===== config.mk =====
export PLATFORM = sky130hd
export DESIGN_NAME = gbfs_metric
export DESIGN_NICKNAME = d
export VERILOG_FILES = /design/src/hdl/grid_best_first_path_search_macros.svh /design/src/hdl/gbfs_pkg.sv /design/src/hdl/gbfs_metric.sv
export SDC_FILE = /design/constraint.sdc
export NUM_CORES = 1
export LEC_CHECK = 0
export BUFFER_PORTS_ARGS = -buffer_cell sky130_fd_sc_hd__buf_2
export CORE_ASPECT_RATIO = 0.9
export CORE_MARGIN = 3
export CORE_UTILIZATION = 45
export DETAILED_ROUTE_END_ITERATION = 12
export PLACE_DENSITY = 0.74
export SETUP_SLACK_MARGIN = 0.02
export SLEW_MARGIN = 30
export SYNTH_ARGS = -nofsm -noshare
export SYNTH_HDL_FRONTEND = slang
export SYNTH_SLANG_ARGS = --single-unit

===== constraint.sdc =====
create_clock -name vclk -period 15.6
set_input_delay 4.68 -clock vclk [all_inputs]
set_output_delay 4.68 -clock vclk [all_outputs]
set_load 0.02 [all_outputs]

===== src/hdl/grid_best_first_path_search_macros.svh =====
// Assertion macros shared by the search block.
`ifndef GRID_BEST_FIRST_PATH_SEARCH_MACROS_SVH
`define GRID_BEST_FIRST_PATH_SEARCH_MACROS_SVH

// Property that holds at every clock edge outside reset.
`define GBFS_CHECK(lbl, prop, msg) \
  lbl: assert property (@(posedge clk) disable iff (rst) (prop)) else $error(msg);

// Condition in one cycle implies a result in the next.
`define GBFS_CHECK_NEXT(lbl, cond, expr, msg) \
  lbl: assert property (@(posedge clk) disable iff (rst) (cond) |=> (expr)) else $error(msg);

`endif


===== src/hdl/gbfs_pkg.sv =====
// Types, constants and helper functions of the grid search block.
package gbfs_pkg;

  localparam int P_MAX_STEPS    = 64;
  localparam int P_GRID_SIDE    = 256;
  localparam int P_MAX_PATH_OUT = 64;

  localparam int COORD_W = 8;
  localparam int ALT_W   = 16;
  localparam int SCORE_W = 12;
  localparam int DIST_W  = 17;
  localparam int DEPTH_W = 7;
  localparam int IDX_W   = 10;
  localparam int DIM_W   = 9;

  localparam int W_STRAIGHT = 10;
  localparam int W_DIAG     = 6;
  localparam int ALT_LIMIT  = 25;

  localparam logic REQ_WRITE  = 1'b0;
  localparam logic REQ_SEARCH = 1'b1;

  localparam logic [1:0] CFG_MAP_WIDTH    = 2'd0;
  localparam logic [1:0] CFG_MAP_HEIGHT   = 2'd1;
  localparam logic [1:0] CFG_LAYER_SELECT = 2'd2;

  localparam logic [2:0] DIR_LAST = 3'd7;

  typedef struct packed {
    logic                      req_type;
    logic [COORD_W-1:0]        cell_x;
    logic [COORD_W-1:0]        cell_y;
    logic                      cell_layer;
    logic                      cell_blocked;
    logic signed [ALT_W-1:0]   cell_altitude;
    logic [COORD_W-1:0]        start_x;
    logic [COORD_W-1:0]        start_y;
    logic [COORD_W-1:0]        target_x;
    logic [COORD_W-1:0]        target_y;
    logic [COORD_W-1:0]        escape_steps;
  } req_t;

  typedef struct packed {
    logic [2:0]          step_dir;
    logic [DEPTH_W-1:0]  path_length;
    logic [COORD_W-1:0]  stop_x;
    logic [COORD_W-1:0]  stop_y;
    logic                empty_path;
    logic                last;
  } res_t;

  typedef struct packed {
    logic                is_open;
    logic [COORD_W-1:0]  x;
    logic [COORD_W-1:0]  y;
    logic [SCORE_W-1:0]  score;
    logic [DEPTH_W-1:0]  depth;
    logic [IDX_W-1:0]    parent;
    logic [2:0]          dir;
  } node_t;

  typedef enum logic [4:0] {
    S_CLEAR, S_IDLE, S_RUN_INIT, S_SCAN_CHK, S_SCAN, S_PICK, S_BASE_RD, S_BASE,
    S_NB_RD, S_NB_EV, S_BP_RD, S_BP_WR, S_RUN_DONE, S_WIPE, S_OUT_RD, S_OUT_LD,
    S_OUT_WAIT
  } state_t;

  // neighbour table, two's complement step of -1, 0 or +1
  function automatic logic [1:0] dir_dx(input logic [2:0] d);
    logic [1:0] r;
    case (d)
      3'd0, 3'd4:       r = 2'b00;
      3'd1, 3'd2, 3'd3: r = 2'b11;
      default:          r = 2'b01;
    endcase
    return r;
  endfunction

  function automatic logic [1:0] dir_dy(input logic [2:0] d);
    logic [1:0] r;
    case (d)
      3'd2, 3'd6:       r = 2'b00;
      3'd3, 3'd4, 3'd5: r = 2'b11;
      default:          r = 2'b01;
    endcase
    return r;
  endfunction

endpackage


===== src/hdl/gbfs_metric.sv =====
// Shared distance unit: octile score and squared distance to the goal.
module gbfs_metric
  import gbfs_pkg::*;
(
  input  logic [COORD_W-1:0] goal_x,
  input  logic [COORD_W-1:0] goal_y,
  input  logic [COORD_W-1:0] pt_x,
  input  logic [COORD_W-1:0] pt_y,
  output logic [SCORE_W-1:0] score,
  output logic [DIST_W-1:0]  dist_sq
);

  logic [COORD_W-1:0] dx, dy, dmax, dmin;
  logic [2*COORD_W-1:0] dx2, dy2;

  always_comb begin
    dx   = (goal_x > pt_x) ? goal_x - pt_x : pt_x - goal_x;
    dy   = (goal_y > pt_y) ? goal_y - pt_y : pt_y - goal_y;
    dmax = (dx > dy) ? dx : dy;
    dmin = (dx > dy) ? dy : dx;
    score = SCORE_W'(W_STRAIGHT) * SCORE_W'(dmax) + SCORE_W'(W_DIAG) * SCORE_W'(dmin);
    dx2  = dx * dx;
    dy2  = dy * dy;
    dist_sq = DIST_W'(dx2) + DIST_W'(dy2);
  end

endmodule


==> metrics.md, run 1 <==
| Metric | Value |
|---|---|
| Yosys top cell area share | about 27% |
| Ports | 61 |
| Die W | between 100 and 150 µm |
| Initial antenna violation count | 0 |
| Fillers | 906 |
| GR Layer Usage met3 | 1.97% |
| Crit Path Category | input port to output pin |
| Slowest stage delay, CP | slightly below 600 ps |
| Hold Fails Final Rpt | 0 |
| Share of the yosys chip area belonging to registers | 0% |
| Fin area | roughly 0.009 mm² |
| Nets | 1208 |
| Via density | 5.27 |
| Final hold slack | 10260 ps |
| Final worst setup slack | -581 ps |
| Clock buf count | 0 |
| Fmax | around 62 MHz |
| Final HPWL DP | 12900 µm |
| GR peak layer | met2 |
| Port bufs | 60 |
| Max FO, Critical Path | 5 |
| Worst path most repeated cell | fa_1 |
| Synth area leader | fa_1 |
| WP data required | 10920 ps |
| FF/Latch Area | 0 µm² |
| Final ANT Viol Nets | 0 |
| Worst Setup Start Kind | input port |
| Final setup viols | 8 |
| First-pass GRT wire length | 28000 µm |
| Initial core utilization | 47.1% |
| Hold wc startpoint | pt_x[0] |
| Main area contributors after synthesis | fa_1 (27%), ha_1 (25%), inv_1 (9.7%) |
| Height of the die | 117 µm |
| Min Tclk post-route | around 16000 ps |
| Die footprint | 0.0150 mm² |
| Outcome | complete, but fails checks |
| Vias in the first global route | 6233 |
| Distinct cells, synth | 62 |
| Core Area | 0.0130 mm² |
| Hold Crit Class | input port to output pin |
| Yosys warnings | 0 |
| Syn Area/Cell | between 8 and 9 µm² |
| Post-Syn Nets | 959 |
| Num rows | 39 |
| Detailed-route wire length per cell | between 15 and 20 µm |
| Slowest cell on crit path | fa_1 |
| Cells on Worst Hold Path | 6 |
| Unrepaired setup endpoints after global routing | true |
| N_diodes | 0 |
| CP Capture Type | output pin |
| GR Util met2 | 41.7% |
| Hold EP | dist_sq[2] |
| Cell count after synthesis | 723 |
| Pin count of the biggest net entering global routing | 12 |
| Placed cell area | ~0.008 mm² |
| WL final | between 15000 and 20000 µm |
| Via count | 5972 |
| Gpl congestion | 0.868 |
| Failing checks | negative setup slack |
| Share of post-route cells with drive strength above 1 | about 45% |
| Fin crit share | 104% |
| Met1 usage | 28.3% |
| GRT Util Overall | 22.6% |
| FFs & Latches | 0 |
| Final Max Tran Viols | 0 |
| Iter 0 DRT Violations | 299 |
| Grt ovf | 0 |
| DP Worst Slack | -673 ps |
| DR DRC count | 0 |
| Critical Path AT | 11500 ps |
| Cell area after synthesis | 0.00611 mm² |
| Area grow syn2layout | 50.1% |
| TritonRoute pass-1 iters | 5 |
| Max-cap violations | 0 |
routing by layer:
layer  vias to the layer above  part of all wire, %  wire, µm
li1                       2811                    -         -
met1                      2869                   39      7170
met3                        77                  4.5       838
met2                       215                   52      9620
met4                         0                  5.0       927
met5                         -                    0         0
per-stage QoR:
stage	instances	TNS [ps]	utilization [%]
finish	1134	-3140	70.7
global route	1134	-4880	70.7
CTS	1120	-1780	65.8
detailed placement	1077	-3200	60.6
global placement	1077	-2210	60.6
floorplan	723	-86.2	-
worst max path at each step:
stage	from	endpoint	cells past startpoint
detailed placement	pt_y[0]	dist_sq[16]	29
floorplan	goal_x[0]	dist_sq[16]	28
global route	pt_y[0]	dist_sq[16]	30
CTS	goal_x[0]	dist_sq[13]	31
global placement	pt_y[0]	dist_sq[16]	29
finish	pt_y[0]	dist_sq[16]	30
cell usage after synthesis, types with 4 or more instances:
| library cell | number |
|---|---|
| nor2_1 | 61 |
| xor2_1 | 20 |
| nand4_1 | 6 |
| nor2b_1 | 7 |
| fa_1 | 83 |
| a21o_1 | 19 |
| buf_2 | 9 |
| or2_2 | 6 |
| clkbuf_1 | 4 |
| a21oi_1 | 42 |
| inv_1 | 158 |
| o21bai_1 | 5 |
| xnor2_1 | 25 |
| a31oi_1 | 4 |
| nand2b_1 | 6 |
| buf_4 | 6 |
| ha_1 | 121 |
| nand2_1 | 32 |
| mux2i_1 | 24 |
| nand3_1 | 4 |
| o31ai_1 | 4 |
| o21ai_0 | 16 |
area by class of cell:
cell class / count / area [µm²] / area share (%)
multi-input cells: 544 / 6270 / 68.3
repair buffers: 267 / 2070 / 22.6
inverters: 159 / 629 / 6.86
well taps: 164 / 205 / 2.24
cell families (layout without fill, tap and decap cells):
logic type	count (synthesis)	after routing	share of synthesized area, %
xor+xnor	49	49	7.51
fa+ha+maj	204	204	52.0
mux	26	26	4.48
simple gates	142	142	10.8
other cells	1	1	0.0614
compound gates	122	122	13.5
buf+inv	179	426	11.7
critical path: cells and delay by family:
family                   cells  cell delay (ps)
XOR/XNOR                     2              240
buffers and inverters        9              920
AO/OA/AOI/OAI                6             1130
adder cells (fa/ha/maj)      9             3800
multiplexers                 1              240
AND/OR/NAND/NOR              3              470
timing repair:
| action | in CTS | in global routing |
|---|---|---|
| gates cloned | 0 | 1 |
| pin swaps | 54 | 47 |
| hold buffers | 0 | 0 |
| buffers inserted | 44 | 15 |
| endpoints found under the setup margin | 11 | 15 |
| gates resized for setup | 76 | 110 |
layout by cell type, fill, tap and decap left out, types with 18 or more instances in the layout:
cell type	instances
buf_4	196
inv_1	128
ha_1	102
fa_1	74
nor2_1	49
buf_2	40
inv_2	26
nand2_1	26
buf_6	24
a21oi_1	20
a21oi_2	20
a21o_1	19
xnor2_1	18
ha_4	18
Power of run 1 is not shown: default switching activity piles up to over one toggle a cycle in this logic, so the estimate is an artifact.
==> inputs of run 2 (changes only) <==
--- a/config.mk
+++ b/config.mk
@@ -10,6 +10,7 @@
 export CORE_MARGIN = 3
 export CORE_UTILIZATION = 45
 export DETAILED_ROUTE_END_ITERATION = 12
+export MAX_ROUTING_LAYER = met4
 export PLACE_DENSITY = 0.74
 export SETUP_SLACK_MARGIN = 0.02
 export SLEW_MARGIN = 30
==> constraint.sdc (replaced) <==
create_clock -name vclk -period 14.2
set_input_delay 4.26 -clock vclk [all_inputs]
set_output_delay 4.26 -clock vclk [all_outputs]
set_load 0.02 [all_outputs]
==> run 2 against run 1 <==
The flow still finishes with violations (negative setup slack). Setup slack lost 410 ps. Routed wire length grew 0.64%. Sequential share of layout area is the same. Sequential cell count is the same. Global-route usage shrank 0.48 points. Count of clock-buffer cells in the layout is the same. Cell count grew 2.1%. Critical endpoint is now dist_sq[13].
==> metrics.md, run 2 (same netlist as run 1, synthesis figures left out) <==
| Metric | Value |
|---|---|
| Outcome | complete, but fails checks |
| Failing checks | negative setup slack |
| Ports | 61 (unchanged) |
| Min Tclk post-route | 15190 ps |
| Hold EP | dist_sq[2] |
| FFs & Latches | 0 (unchanged) |
| Crit Path Category | input port to output pin |
| Placed cells | 1111 (+3.2%) |
| Final Max Tran Viols | 0 (unchanged) |
| Initial antenna violation count | 0 (unchanged) |
| WP data required | 9940 ps (-980 ps) |
| First-pass GRT wire length | 27100 µm (-3.3%) |
| Final setup viols | 16 (+8) |
| Port bufs | 60 (unchanged) |
| Clock buf count | 0 (unchanged) |
| Worst Setup Start Kind | input port |
| Cells on Worst Hold Path | 6 (unchanged) |
| Hold wc startpoint | pt_x[0] |
| Initial core utilization | 47.1% (unchanged) |
| Critical Path AT | 10930 ps (-570 ps) |
| Most frequent cells in the layout | buf_4 (205), inv_1 (133), ha_1 (96) |
| Fin cells | 1158 (+2.1%) |
| Num rows | 39 (unchanged) |
| Gpl congestion | 0.901 (+3.9%) |
| CTS Hold Bufs | 0 (unchanged) |
| Height of the die | 117 µm (unchanged) |
| Share of post-route cells with drive strength above 1 | 48.8% (+3.5 points) |
| Hold Crit Class | input port to output pin |
| Slowest cell on crit path | fa_1 |
| Pin count of the biggest net entering global routing | 12 (unchanged) |
| Via density | 5.24 (-0.55%) |
| Area grow syn2layout | 56.8% |
| Die W | 129 µm (unchanged) |
| Fillers | 862 (-4.9%) |
| Unrepaired setup endpoints after global routing | true |
| Most common cell after layout, fill and taps aside | buf_4 |
| Grt ovf | 0 (unchanged) |
| N_diodes | 0 (unchanged) |
| Area of the multi-input gates | 0.00640 mm² (+2.2%) |
| Fmax | 65.8 MHz |
| Worst path most repeated cell | buf_4 |
| Final worst setup slack | -988 ps (-407 ps) |
| Iter 0 DRT Violations | 260 (-13%) |
| CP Capture Type | output pin |
| Placed cell area | 0.00820 mm² (+4.2%) |
| Final HPWL DP | 12600 µm (-2.4%) |
| Core Area | 0.0130 mm² (unchanged) |
| Max FO, Critical Path | 5 (unchanged) |
| Nets | 1232 (+2.0%) |
| Fin area | 0.00958 mm² (+4.4%) |
| FF/Latch Area | 0 µm² (unchanged) |
| Max-cap violations | 0 (unchanged) |
| GRT Util Overall | 22.1% (-0.48 points) |
| Total negative slack | -8840 ps (-5700 ps) |
| Final ANT Viol Nets | 0 (unchanged) |
| Detailed-route wire length per cell | 16.1 µm (-1.4%) |
| DP Worst Slack | -1140 ps (-463 ps) |
| Fin crit share | 107% |
| Vias in the first global route | 6066 (-2.7%) |
| TritonRoute pass-1 iters | 5 (unchanged) |
| Die footprint | 0.0150 mm² (unchanged) |
| Hold Fails Final Rpt | 0 (unchanged) |
| Via count | 6065 (+1.6%) |
| WL final | 18700 µm (+0.64%) |
| Slowest stage delay, CP | 620 ps (+30 ps) |
| DR DRC count | 0 (unchanged) |
-- run 2: cell types whose count changed in the layout (fill, tap and decap cells not counted), moves of 4 or more --
cell     before  now
a21oi_1      20   16
buf_4       196  205
buf_6        24   35
ha_1        102   96
ha_2          1    5
inv_1       128  133
nand2_2       3    7
nor2_4        6    2
o21ai_2       2    6
xnor2_1      18   13
xnor2_2       9   13
-- run 2: layout make-up --
class / instances / area share [%]
Multi-Input combinational cell: 544 / 66.8
Timing Repair Buffer: 291 / 24.6
Inverter: 159 / 6.41
Tap cell: 164 / 2.14
-- run 2: critical path, delay by kind of cell --
family                   cells  cell delay, ps
XOR/XNOR                     2             180
AO/OA/AOI/OAI                7            1440
adder cells (fa/ha/maj)      9            3770
buffers and inverters       12            1270
-- run 2: stage by stage --
| stage | hold WS (ps) | util, % |
|---|---|---|
| floorplan | 9150 | - |
| global placement | 9450 | 63.1 |
| detailed placement | 9440 | 63.1 |
| CTS | 9460 | 68.4 |
| global route | 9480 | 73.8 |
| finish | 9430 | 73.8 |
-- run 2: timing repair --
item                       in CTS  in global routing
cloned                          1                  0
gates resized for setup        94                121
buffers inserted               27                 24
pin swaps                      55                 50
setup endpoints to repair      17                 18
-- run 2: metal layers --
| layer | up-vias | track usage (%) | part of all wire [%] |
|---|---|---|---|
| met2 | 164 | 41.0 | 55 |
| met5 | - | - | 0 |
| met4 | 0 | 2.31 | 2.6 |
| met3 | 40 | 0.777 | 3.0 |
| met1 | 3001 | 27.8 | 39 |
| li1 | 2860 | - | - |
-- run 2: worst max path at each step --
stage	start	to	cells after the start
2_1_floorplan	pt_y[0]	dist_sq[16]	26
3_3_place_gp	pt_y[0]	dist_sq[16]	30
3_5_place_dp	pt_y[0]	dist_sq[16]	30
4_1_cts	goal_y[0]	dist_sq[16]	29
5_1_grt	pt_y[0]	dist_sq[16]	32
6_report	pt_y[0]	dist_sq[13]	30
Power of run 2 is left out for the same reason.
